$ cat src/rtl/srw_pkg.sv
`timescale 1ns / 1ps
// ----------------------------------------------------------------------------
// Selective receive window package
// Shared sizes, codes and record types for the receive window core.
// ----------------------------------------------------------------------------
package srw_pkg;

    localparam int LAST_SEQ       = 512;
    localparam int PEER_COUNT     = 8;
    localparam int WORD_W         = 64;
    localparam int BIT_W          = 6;
    localparam int WORDS_PER_PEER = (LAST_SEQ + WORD_W - 1) / WORD_W;
    localparam int WI_W           = (WORDS_PER_PEER > 1) ? $clog2(WORDS_PER_PEER) : 1;
    localparam int SEQ_IDX_W      = BIT_W + WI_W;
    localparam int NX_W           = SEQ_IDX_W + 1;
    localparam int PEER_W         = (PEER_COUNT > 1) ? $clog2(PEER_COUNT) : 1;
    localparam int RAM_DEPTH      = PEER_COUNT * WORDS_PER_PEER;
    localparam int ADDR_W         = (RAM_DEPTH > 1) ? $clog2(RAM_DEPTH) : 1;

    localparam int QUEUE_DEPTH    = 2;
    localparam int QP_W           = (QUEUE_DEPTH > 1) ? $clog2(QUEUE_DEPTH) : 1;
    localparam int QC_W           = $clog2(QUEUE_DEPTH + 1);

    localparam int MODE_W         = 2;
    localparam int PEER_ID_W      = 3;
    localparam int SEQ_W          = 32;
    localparam int ACK_W          = 10;
    localparam int IN_DATA_W      = 40;
    localparam int IN_USER_W      = MODE_W;
    localparam int OUT_DATA_W     = 16;
    localparam int OUT_USER_W     = 3;

    localparam logic [MODE_W-1:0] MODE_OPEN  = 2'd0;
    localparam logic [MODE_W-1:0] MODE_DATA  = 2'd1;
    localparam logic [MODE_W-1:0] MODE_CLOSE = 2'd2;

    typedef enum logic [2:0] {
        OP_OPEN,
        OP_CLOSE,
        OP_DATA,
        OP_BAD_DATA,
        OP_UNDEF,
        OP_NO_PEER
    } t_op;

    typedef enum logic [2:0] {
        S_ADVANCED,
        S_COMPLETE,
        S_DUPLICATE,
        S_OLD,
        S_NO_SESSION,
        S_RANGE,
        S_OPENED,
        S_CLOSED
    } t_status;

    typedef enum logic [1:0] {
        W_NONE,
        W_IDLE,
        W_PROG,
        W_DONE
    } t_win;

    typedef enum logic [1:0] {
        BS_IDLE,
        BS_WRITE,
        BS_SCAN,
        BS_EMIT
    } t_bstate;

    typedef struct packed {
        t_op                  op;
        logic [PEER_W-1:0]    peer;
        logic [SEQ_IDX_W-1:0] seq_idx;
    } t_cmd;

    typedef struct packed {
        logic empty;
        logic full;
    } t_q_stat;

    typedef struct packed {
        logic             send_ack;
        logic [ACK_W-1:0] ack;
        t_status          status;
        t_win             win;
    } t_result;

endpackage

$ cat src/rtl/srw_front.sv
`timescale 1ns / 1ps
// ----------------------------------------------------------------------------
// Receive window front end
// Accepts input transactions and classifies them into queue commands.
// ----------------------------------------------------------------------------
module srw_front (
    input  logic                           i_s_tvalid,
    output logic                           o_s_tready,
    input  logic [srw_pkg::IN_DATA_W-1:0]  i_s_tdata,
    input  logic [srw_pkg::IN_USER_W-1:0]  i_s_tuser,
    input  srw_pkg::t_q_stat               i_q,
    output logic                           o_push,
    output srw_pkg::t_cmd                  o_cmd
);
    import srw_pkg::*;

    logic [MODE_W-1:0]    mode;
    logic [PEER_ID_W-1:0] peer;
    logic [SEQ_W-1:0]     seq;
    logic                 seq_ok;

    always_comb begin
        mode   = i_s_tuser;
        peer   = i_s_tdata[PEER_ID_W-1:0];
        seq    = i_s_tdata[PEER_ID_W +: SEQ_W];
        seq_ok = (seq != '0) && (seq <= SEQ_W'(LAST_SEQ));

        o_cmd.peer    = PEER_W'(peer);
        o_cmd.seq_idx = SEQ_IDX_W'(seq - SEQ_W'(1));
        if (int'(peer) >= PEER_COUNT) begin
            o_cmd.op = OP_NO_PEER;
        end else begin
            case (mode)
                MODE_OPEN:  o_cmd.op = OP_OPEN;
                MODE_DATA:  o_cmd.op = seq_ok ? OP_DATA : OP_BAD_DATA;
                MODE_CLOSE: o_cmd.op = OP_CLOSE;
                default:    o_cmd.op = OP_UNDEF;
            endcase
        end
    end

    assign o_s_tready = !i_q.full;
    assign o_push     = i_s_tvalid && !i_q.full;

endmodule

$ cat config.mk
export PLATFORM = sky130hd
export DESIGN_NAME = srw_front
export DESIGN_NICKNAME = d
export VERILOG_FILES = /design/src/rtl/srw_pkg.sv /design/src/rtl/srw_front.sv
export SDC_FILE = /design/constraint.sdc
export NUM_CORES = 1
export LEC_CHECK = 0
export ABC_AREA = 1
export BUFFER_PORTS_ARGS = -buffer_cell sky130_fd_sc_hd__buf_2
export CAP_MARGIN = 20
export CORE_AREA = 2 2 39 41
export DETAILED_ROUTE_END_ITERATION = 7
export DIE_AREA = 0 0 41 43
export PLACE_DENSITY = 0.86
export SYNTH_ARGS = -nofsm -noshare
export SYNTH_HDL_FRONTEND = slang
export SYNTH_SLANG_ARGS = --single-unit
$ cat constraint.sdc
create_clock -name vclk -period 0.9
set_input_delay 0.045 -clock vclk [all_inputs]
set_output_delay 0.045 -clock vclk [all_outputs]
set_load 0.01 [all_outputs]
Yosys cells after proc, flatten, opt, wreduce, memory -nomap -nowiden
Index checks and enable logic that the tools add are counted.
- flip-flop bits (word level): 0
- bits in latches: 0
- RAM bits: 0
- bits in read-only memories: 0
- input port bits: 45
- output and inout port bits: 17
- word-level logic and storage cells: 11
- memories kept: 0
- $add $sub $neg: 1
- multiply operators: 0
- div/mod/pow operators: 0
- order comparisons: 1
- eq/ne operators: 2
- shift-type cells: 0
- multiplexer cells: 2
- bitwise gates (word level): 0
- reductions and logical operators: 5
- operator list (cell ; number):
    32-bit by 10-bit less-or-equal comparator with 1-bit output, second input constant ; 1
    32-bit nonzero test ; 1
    3-bit case mux with 3 select lines ; 1
    9-bit by 1-bit subtractor with 9-bit output, second input constant ; 1
    2-bit by 1-bit == test with 1-bit output, second input constant ; 1
    2-bit == test, second input constant ; 1
    1-bit logical AND ; 2
    2-bit zero test ; 1
    1-bit zero test ; 1
    1-bit two-way mux ; 1

Depth between registers and ports, before layout
- word-level depth: 4
- mapped depth: 9
- gate-level depth less buffers: 9

Worst setup path before layout
No wires, ideal clock.
- path type: input port to output port
- start point: input port i_s_tdata[3] (netlist bit)
- end point: output port o_cmd[12] (netlist bit)
- arrival: 898 ps
- slack: -43 ps
- stages on the path: 9
- path through: inv_1 ha_1 nand2_2 nor2_4 nand2_1 nand2_1 nand3_1 nand2_1 nand2_1
- RTL lines (item ; RTL line ; source):
    start: declaration ; srw_front.sv:9 ; input logic [srw_pkg::IN_DATA_W-1:0] i_s_tdata,
    end: declaration ; srw_front.sv:13 ; output srw_pkg::t_cmd o_cmd

==> summary.md <==
| Metric | Value |
|---|---|
| Placed cells | 143 |
| GP Congestion | 0.653 |
| CP cell instances | buf_6 -> clkinvlp_4 -> ha_4 -> nand2_4 -> buf_4 -> buf_4 -> xnor2_2 -> buf_2 |
| Initial core utilization | 25.0% |
| Critical path launch point type | primary input |
| Clock Power Share | 0% |
| Dominant cell type by area after synthesis | nor2_1 |
| Switching share of power | 46.4% |
| Count leader, synth | nor2_1 |
| Row count | 14 |
| Area fraction of the dominant cell type after synthesis | 22.7% |
| Slowest cell on the critical path | ha_4 |
| Cells after synthesis | 69 |
| Min-Delay Path Depth | 0 |
| Grt total ovfl | 0 |
| Fin crit period | 0.984 ns |
| Internal power | 0.000158 W |
| Type of the worst setup path | in -> out |
| I/O Pins | 62 |
| Unique masters post-synth | 14 |
| Final count of negative-setup-slack endpoints | 5 |
| Most common cell on crit path | buf_4 |
| Hold path startpoint | i_s_tdata[1] |
| # DRC | 0 |
| Detailed placement HPWL | 1080 µm |
| Commonest cells in the netlist | nor2_1 (21), nand2_1 (14), inv_1 (12) |
| Max stage delay on crit path | 0.15 ns |
| Flop pwr share | 0% |
| Initial antenna violation count | 0 |
| IO Port Bufs | 50 |
| Largest net degree at the start of global routing | 4 |
| Max VDD drop | 0.000202 V |
| Worst setup margin | -0.0837 ns |
| Post-Syn Area | 347 µm² |
| Filler cell count | 152 |
| Total vias in the final route | 604 |
| Total of max-cap violations | 0 |
| Vias in the first global route | 576 |
| Achievable clock frequency | 1020 MHz |
| Vias per cell | 4.19 |
| Routed WL | 1260 µm |
| Final #Nets | 176 |
| Core area | 0.00138 mm² |
| Pwr Density | 393 mW/mm² |
| Total track usage | 15.1% |
| Combinational share of power | 100.0% |
| Synth Net Count | 115 |
| Seq/Total Area, Yosys | 0% |
| CP arrival | 0.94 ns |
| Synth area leaders | nor2_1 (23%), nand2_1 (15%), inv_1 (13%), xnor2_1 (10%), xor2_1 (7.6%) |
| First-pass GRT wire length | 1960 µm |
| Final Cycle Share | 109% |
| HP Class | in -> out |
| YS warnings | 0 |
| Clkbuf count | 0 |
| Failing checks | negative setup slack |
| Critical Path Fanout Max | 2 |
| Die height | 43 µm |
| Layout area overhead | 116% |
| CP Capture Type | primary output |
| Worst Tran Pin Value | 0.202 ns |
| Psw | 0.000136 W |
| Mean post-synth cell area | 5.02 µm² |
| Area of the die | 0.00176 mm² |
| Slew Limit Headroom | 86.5% |
| Fin util | 54.0% |
| Hold path endpoint | o_cmd[10] |
| Ant. Diodes | 0 |
| Pre-antenna DRT Iters | 2 |
| Routed wire length per instance | 8.76 µm |
| FF+latch area | 0 µm² |
| Number of sequential cells | 0 |
| Non-Filler Instances | 144 |
| RSZ-0062 raised after global routing | yes |
| Status | finished with violations |
| Layout cell share with drive strength beyond 1 | 58.6% |
| Static leakage | 0.452 nW |
| Starting DRT DRC Count | 1 |
| Max-slew violations | 0 |
| Final ANT Viol Nets | 0 |
| Worst Path Required | 0.85 ns |
| Worst hold margin | 0.0900 ns |
| Tot Pwr | 0.000294 W |
| Die Width | 41 µm |
| Final hold vios | 0 |
[routing by layer]
layer | global-route usage [%] | wire length [µm]
met1 | 13.0 | 393
met2 | 33.4 | 736
met3 | 1.57 | 133
met4 | 0 | 0
met5 | 0 | 0
[power groups by stage]
stage                     Clock (W)  Combinational [W]  Sequential [W]
after global placement            0           0.000258               0
final                             0           0.000294               0
after CTS                         0           0.000283               0
after global routing              0           0.000328               0
after floorplan                   0           0.000114               0
after detailed placement          0           0.000266               0
[repair_timing]
item,in CTS,in global routing
buffers inserted,0,1
endpoints found under the setup margin,6,6
pin swaps,4,1
hold buffers,0,0
resized for setup,7,4
cloned,0,0
hold endpoints to repair,0,0
[worst max-delay path, delay by kind of cell]
| kind | cells | cell delay (ns) |
|---|---|---|
| and+or+nand+nor | 1 | 0.06 |
| buffers and inverters | 5 | 0.57 |
| adders and majority gates | 1 | 0.15 |
| xor gates and xnor gates | 1 | 0.11 |
[cells in the final DEF (no fill, tap or decap)]
master      instances
buf_4              13
and2_1              1
nand4_1             2
nand2_4             1
buf_2              48
xnor2_2             2
inv_1              10
xor2_1              3
ha_4                1
nand2_1            14
nand3_1             1
nand2_2             1
nor2_4              2
nand3_2             2
nor2_1             20
xnor2_1             2
nor2_2              1
inv_2               1
nor3_2              1
clkinvlp_4          1
buf_6               1
[cell type report]
type	count	area (µm²)	share of cell area, %
Inverter	12	48.8	6.53
Tap cell	16	20.0	2.68
Timing Repair Buffer	62	349	46.7
Multi-Input combinational cell	54	329	44.1
[worst max path at each step]
stage	from	end	slack (ns)	cells after the start
2_1_floorplan	i_s_tdata[3]	o_cmd[12]	0.04	9
3_3_place_gp	i_s_tdata[3]	o_cmd[12]	-0.11	11
3_5_place_dp	i_s_tdata[3]	o_cmd[12]	-0.15	11
4_1_cts	i_s_tdata[3]	o_cmd[12]	-0.07	11
5_1_grt	i_s_tdata[3]	o_cmd[12]	-0.19	11
6_report	i_s_tdata[3]	o_cmd[4]	-0.08	8
[through the flow]
stage | TNS (ns) | cell area, µm² | setup slack (ns)
2_1_floorplan | 0 | 353 | 0.0352
3_3_place_gp | -0.245 | 683 | -0.114
3_5_place_dp | -0.364 | 683 | -0.150
4_1_cts | -0.155 | 717 | -0.0746
5_1_grt | -0.786 | 747 | -0.189
6_report | -0.264 | 747 | -0.0837
[logic make-up after synthesis]
| logic type | Yosys count | share of synthesized area [%] |
|---|---|---|
| buf+inv | 15 | 19.5 |
| simple gates | 46 | 59.2 |
| fa+ha+maj | 1 | 3.61 |
| xor+xnor | 7 | 17.7 |
No activity file was read; power rests on OpenSTA's default activity.
