--- config.mk ---
export PLATFORM = sky130hd
export DESIGN_NAME = srw_fifo
export DESIGN_NICKNAME = d
export VERILOG_FILES = /design/src/rtl/srw_pkg.sv /design/src/rtl/srw_fifo.sv
export SDC_FILE = /design/constraint.sdc
export NUM_CORES = 1
export LEC_CHECK = 0
export ABC_AREA = 1
export BUFFER_PORTS_ARGS = -buffer_cell sky130_fd_sc_hd__buf_2
export CORE_MARGIN = 3
export CORE_UTILIZATION = 57
export CTS_BUF_LIST = sky130_fd_sc_hd__clkbuf_8
export DETAILED_ROUTE_END_ITERATION = 8
export PLACE_DENSITY_LB_ADDON = 0.2
export SLEW_MARGIN = 20
export SYNTH_ARGS = -nofsm -noshare
export SYNTH_HDL_FRONTEND = slang
export SYNTH_SLANG_ARGS = --single-unit
--- constraint.sdc ---
create_clock -name i_clk -period 2.5 [get_ports i_clk]
set_input_delay 0.375 -clock i_clk [delete_from_list [all_inputs] [get_ports i_clk]]
set_output_delay 0.375 -clock i_clk [all_outputs]
set_load 0.05 [all_outputs]
--- src/rtl/srw_pkg.sv ---
`timescale 1ns / 1ps
// ----------------------------------------------------------------------------
// Selective receive window package
// Shared sizes, codes and record types for the receive window core.
// ----------------------------------------------------------------------------
package srw_pkg;

    localparam int LAST_SEQ       = 512;
    localparam int PEER_COUNT     = 8;
    localparam int WORD_W         = 64;
    localparam int BIT_W          = 6;
    localparam int WORDS_PER_PEER = (LAST_SEQ + WORD_W - 1) / WORD_W;
    localparam int WI_W           = (WORDS_PER_PEER > 1) ? $clog2(WORDS_PER_PEER) : 1;
    localparam int SEQ_IDX_W      = BIT_W + WI_W;
    localparam int NX_W           = SEQ_IDX_W + 1;
    localparam int PEER_W         = (PEER_COUNT > 1) ? $clog2(PEER_COUNT) : 1;
    localparam int RAM_DEPTH      = PEER_COUNT * WORDS_PER_PEER;
    localparam int ADDR_W         = (RAM_DEPTH > 1) ? $clog2(RAM_DEPTH) : 1;

    localparam int QUEUE_DEPTH    = 2;
    localparam int QP_W           = (QUEUE_DEPTH > 1) ? $clog2(QUEUE_DEPTH) : 1;
    localparam int QC_W           = $clog2(QUEUE_DEPTH + 1);

    localparam int MODE_W         = 2;
    localparam int PEER_ID_W      = 3;
    localparam int SEQ_W          = 32;
    localparam int ACK_W          = 10;
    localparam int IN_DATA_W      = 40;
    localparam int IN_USER_W      = MODE_W;
    localparam int OUT_DATA_W     = 16;
    localparam int OUT_USER_W     = 3;

    localparam logic [MODE_W-1:0] MODE_OPEN  = 2'd0;
    localparam logic [MODE_W-1:0] MODE_DATA  = 2'd1;
    localparam logic [MODE_W-1:0] MODE_CLOSE = 2'd2;

    typedef enum logic [2:0] {
        OP_OPEN,
        OP_CLOSE,
        OP_DATA,
        OP_BAD_DATA,
        OP_UNDEF,
        OP_NO_PEER
    } t_op;

    typedef enum logic [2:0] {
        S_ADVANCED,
        S_COMPLETE,
        S_DUPLICATE,
        S_OLD,
        S_NO_SESSION,
        S_RANGE,
        S_OPENED,
        S_CLOSED
    } t_status;

    typedef enum logic [1:0] {
        W_NONE,
        W_IDLE,
        W_PROG,
        W_DONE
    } t_win;

    typedef enum logic [1:0] {
        BS_IDLE,
        BS_WRITE,
        BS_SCAN,
        BS_EMIT
    } t_bstate;

    typedef struct packed {
        t_op                  op;
        logic [PEER_W-1:0]    peer;
        logic [SEQ_IDX_W-1:0] seq_idx;
    } t_cmd;

    typedef struct packed {
        logic empty;
        logic full;
    } t_q_stat;

    typedef struct packed {
        logic             send_ack;
        logic [ACK_W-1:0] ack;
        t_status          status;
        t_win             win;
    } t_result;

endpackage

--- src/rtl/srw_fifo.sv ---
`timescale 1ns / 1ps
// ----------------------------------------------------------------------------
// Receive window command queue
// Short queue that decouples the front end from the window engine.
// ----------------------------------------------------------------------------
module srw_fifo (
    input  logic             i_clk,
    input  logic             i_rst_n,
    input  logic             i_push,
    input  srw_pkg::t_cmd    i_cmd,
    input  logic             i_pop,
    output srw_pkg::t_cmd    o_head,
    output srw_pkg::t_q_stat o_q
);
    import srw_pkg::*;

    t_cmd            r_mem [QUEUE_DEPTH];
    logic [QP_W-1:0] r_wp, n_wp;
    logic [QP_W-1:0] r_rp, n_rp;
    logic [QC_W-1:0] r_cnt, n_cnt;

    always_comb begin
        n_wp  = r_wp;
        n_rp  = r_rp;
        n_cnt = r_cnt;
        if (i_push) begin
            n_wp = (r_wp == QP_W'(QUEUE_DEPTH - 1)) ? '0 : r_wp + QP_W'(1);
        end
        if (i_pop) begin
            n_rp = (r_rp == QP_W'(QUEUE_DEPTH - 1)) ? '0 : r_rp + QP_W'(1);
        end
        if (i_push && !i_pop) begin
            n_cnt = r_cnt + QC_W'(1);
        end else if (!i_push && i_pop) begin
            n_cnt = r_cnt - QC_W'(1);
        end
    end

    always_ff @(posedge i_clk) begin
        if (!i_rst_n) begin
            r_wp  <= '0;
            r_rp  <= '0;
            r_cnt <= '0;
        end else begin
            r_wp  <= n_wp;
            r_rp  <= n_rp;
            r_cnt <= n_cnt;
        end
    end

    always_ff @(posedge i_clk) begin
        if (i_push) begin
            r_mem[r_wp] <= i_cmd;
        end
    end

    assign o_head  = r_mem[r_rp];
    assign o_q.empty = (r_cnt == '0);
    assign o_q.full  = (r_cnt == QC_W'(QUEUE_DEPTH));

endmodule

# Yosys cells after proc, flatten, opt, wreduce, memory -nomap -nowiden
# Memories as Yosys holds them, arrays and structs flattened. A register that Yosys moved wholly into a read port is not among the register bits.
# Index checks and enable logic that the tools add are counted.
[totals] register_bits=4 mem_bits_rw=30 input_bits=19 elab_cells=23 n_memories=1
[classes] n_addsub=4 eq_ne=1 mux=8 n_reduce_logical=6
[memory_table] name="r_mem" words=2 word_bits=15 rd=1 rd_ports_with_merged_regs=1 wr=1 line="srw_fifo.sv:17" source="t_cmd r_mem [QUEUE_DEPTH];"
[op_table] operator="1-bit 2-to-1 mux" count=6
[op_table] operator="2-bit 2-to-1 mux" count=2
[op_table] operator="1-bit adder (second input constant)" count=2
[op_table] operator="2-bit by 1-bit adder with 2-bit output (second input constant)" count=1
[op_table] operator="2-bit equality test (second input constant)" count=1
[op_table] operator="1-bit logical AND" count=2
[op_table] operator="1-bit zero test" count=2
[op_table] operator="2-bit zero test" count=1
[op_table] operator="2-bit nonzero test" count=1
[op_table] operator="2-bit by 1-bit subtractor with 2-bit output (second input constant)" count=1

# Logic depth before layout (Yosys ltp)
[logic_depth] ltp_word=4 depth_mapped=8 mapped_depth_nobuf=8

# Least setup slack after synthesis
# Ideal clock, no wire load.
[synth_timing] path_type="input port to flip-flop" start="in i_push" end="mem r_mem[0][0] in the netlist's numbering (enable)" setup_time_ns=0.387 arrival_time_ns=1.055 t_required_ns=2.113 setup_slack_ns=1.058 stages=2 path_cell_list="inv_1 -> nor2_1"
[synth_via] elab_chain_len=2
[synth_rtl] element="from (decl)" line="srw_fifo.sv:9" source="input logic i_push,"
[synth_rtl] element="1-bit 2-to-1 mux" line="srw_fifo.sv:52" source="if (i_push) begin"
[synth_rtl] element="1-bit 2-to-1 mux (implied by the code)" line="srw_fifo.sv:53" source="r_mem[r_wp] <= i_cmd;"
[synth_rtl] element="to (decl)" line="srw_fifo.sv:17"
# No other way between the ends.

==> metrics.md <==
| Metric | Value |
|---|---|
| Clock Tree Buf Depth | 2 |
| Req. time, crit path | 2.12 ns |
| Vias in the first global route | 705 |
| Sw Pwr | 329 uW |
| Cell row count | 17 |
| Worst-Skew Late Latency | 0.26 ns |
| Commonest cells post-synth | edfxtp_1, mux2_4, nor2_1, inv_1, nand2_1 |
| Syn. warnings | 0 |
| Hold depth | 1 |
| Post-synth cell types | 14 |
| Share of layout cells above drive strength 1 | 46.4% |
| Static leakage | 0.000709 uW |
| Slew @ Worst Pin | 0.557 ns |
| Cells along the critical path | buf_4, mux2_2, buf_2 |
| Dominant synthesized flop cell | edfxtp_1 |
| Switching Share | 25.6% |
| RSZ-0062 raised after global routing | no |
| Post-cts sizing count | 0 |
| CTS tree | done |
| Logic gate share of total power | 17.1% |
| Highest Clock Rate | 535 MHz |
| Layout Nets | 144 |
| Status | finished, final reports clean |
| Slowest-stage cell, CP | dfxtp_1 |
| First-pass GRT wire length | 3000 um |
| Hpwl dp | 1500 um |
| Worst-path clk slew | 0.06 ns |
| Core ar. | 0.00223 mm^2 |
| Setup slack after layout | 0.630 ns |
| Antenna cells | 0 |
| Sum Neg Setup Slack | 0 ns |
| Vias | 759 |
| Die Height | 55.0 um |
| Synth top area cells | edfxtp_1, mux2_4, dfxtp_1, mux2_2, nor2_1 |
| R2R cell count | 2 |
| Starting Density | 61.2% |
| Post-synthesis sequential area ratio | 73.3% |
| Fraction of registers with async set/reset | 0% |
| P&R area growth vs syn | 20.8% |
| Crit path DAT | 1.50 ns |
| Drt total wl | 2010 um |
| CTS buffer count | 5 |
| Tcrit/Tclk final | 74.8% |
| Tot Pwr | 1290 uW |
| GRT overflow | 0 |
| DR WL/cell | 13.1 um |
| Synth area leader | edfxtp_1 |
| Number of detailed-route iterations in the first pass | 4 |
| Top-area cell type share of the netlist area | 65.9% |
| Die width | 55.0 um |
| Vias per inst | 4.96 |
| Initial antenna violation count | 0 |
| Hold path startpoint | i_cmd[13] |
| Count leader, synth | edfxtp_1 |
| Hold Slack | 0.294 ns |
| Fillers | 146 |
| Max Slew Vio Count | 0 |
| Critical path's largest stage delay | 0.39 ns |
| Flop pwr share | 53.2% |
| Antenna-violating nets left | 0 |
| EDFF count, synth | 30 |
| Synthesized Nets | 102 |
| Port bufs | 35 |
| Post-cts hold buffer count | 0 |
| Tot GR Track Use | 15.0% |
| Largest net degree at the start of global routing | 16 |
| Startpoint Class | register |
| Cell internal pwr | 957 uW |
| Clock power frac | 29.7% |
| Max cap viols | 0 |
| Hold Crit Class | primary input to register |
| Seq cells post-synth | 35 |
| H-tree Lvls | 2 |
| Post-layout minimum cycle time | 1.87 ns |
| Die area | 0.00302 mm^2 |
| Clock root buffer | clkbuf_8 |
| DR iter-0 viols | 13 |
| Worst Skew | 0.00644 ns |
| Post-route DRC | 0 |
| Setup bufs post-CTS | 0 |
| Fin. Hold Viols | 0 |
| Gate Count Post-Synth | 82 |
| Critical path fanouts, max | 13 |
| I/O pin count | 36 |
| Avg Cell Area, Syn | 16.7 um^2 |
| # setup viols final | 0 |
| Sink Count | 35 |
| Slew HR | 62.8% |
| Peak supply drop | 0.686 mV |
| Synthesized area | 0.00137 mm^2 |
| Placer Congestion | 0.592 |
| P per Cell Area | 779 mW/mm^2 |
| Worst slack at placement | 0.901 ns |
| Crit Reg-Reg Startpoint | r_wp |
| Crit path kind | register to primary output |
| Critical path endpoint category | primary output |
## sequential cells by signal, summed over array words and instances (netlist names), named ones only
register,cells
r_wp,1
r_rp,1
r_cnt,2
r_mem,30
## power by group through the flow
stage          clock network, uW  logic (uW)  registers (uW)
3_5_place_dp                   0         222             696
6_report                     382         220             684
4_1_cts                      390         222             684
3_3_place_gp                   0         219             693
2_1_floorplan                  0         177             692
5_1_grt                      421         234             687
## layout by cell type (no fill, tap or decap)
cell type / instances
buf_2: 35
edfxtp_1: 30
mux2_4: 10
inv_1: 9
nor2_1: 9
nand2_1: 8
clkbuf_8: 6
mux2_2: 5
dfxtp_1: 5
buf_4: 2
o21ai_0: 1
a21oi_1: 1
nand3_1: 1
nand4_1: 1
ha_1: 1
clkinv_1: 1
## final timing paths
check                           slack, ns      endpoint
worst max-delay path                 0.63     o_head[2]
worst min-delay path                 0.29  r_mem[1][13]
worst max register to register       1.27   r_mem[1][7]
worst min register to register       0.52          r_wp
## routing by layer
metal,vias up,GRT usage (%),part of all wire (%),wire length [um]
li1,374,-,-,-
met1,355,15.3,38,772
met2,24,25.2,53,1060
met3,6,6.97,6.9,138
met4,0,8.10,2.1,43
met5,-,0,0,0
## critical path, delay by kind of cell, from the launching register on
| family | cells | cell delay [ns] |
|---|---|---|
| mux | 1 | 0.36 |
| buf+inv | 2 | 0.48 |
| flops | 1 | 0.39 |
## kinds of logic (layout without fill, tap and decap cells)
kind of cell | after synthesis | count (layout) | synth area share, %
AO/OA/AOI/OAI | 2 | 2 | 0.732
adder cells (fa/ha/maj) | 1 | 1 | 0.916
buffers and inverters | 10 | 53 | 4.49
flip-flops | 35 | 35 | 73.3
multiplexers | 15 | 15 | 15.1
AND/OR/NAND/NOR | 19 | 19 | 5.49
## area by class of cell
class,count,area (um^2),share of cell area [%]
timing repair buffer,37,190,11.5
sequential,35,1000,60.7
multi-input combinational,37,304,18.4
tap,28,35.0,2.12
clock buffer,6,82.6,5.00
clock inverter,2,7.51,0.455
inverter,8,30.0,1.82
## per-stage QoR
step,util (%),std cells,cell area (um^2)
floorplan,-,82,1370
global placement,69.9,145,1560
detailed placement,69.9,145,1560
CTS,73.9,153,1650
global route,73.9,153,1650
finish,73.9,153,1650
Power figures use the tool's default switching activity.
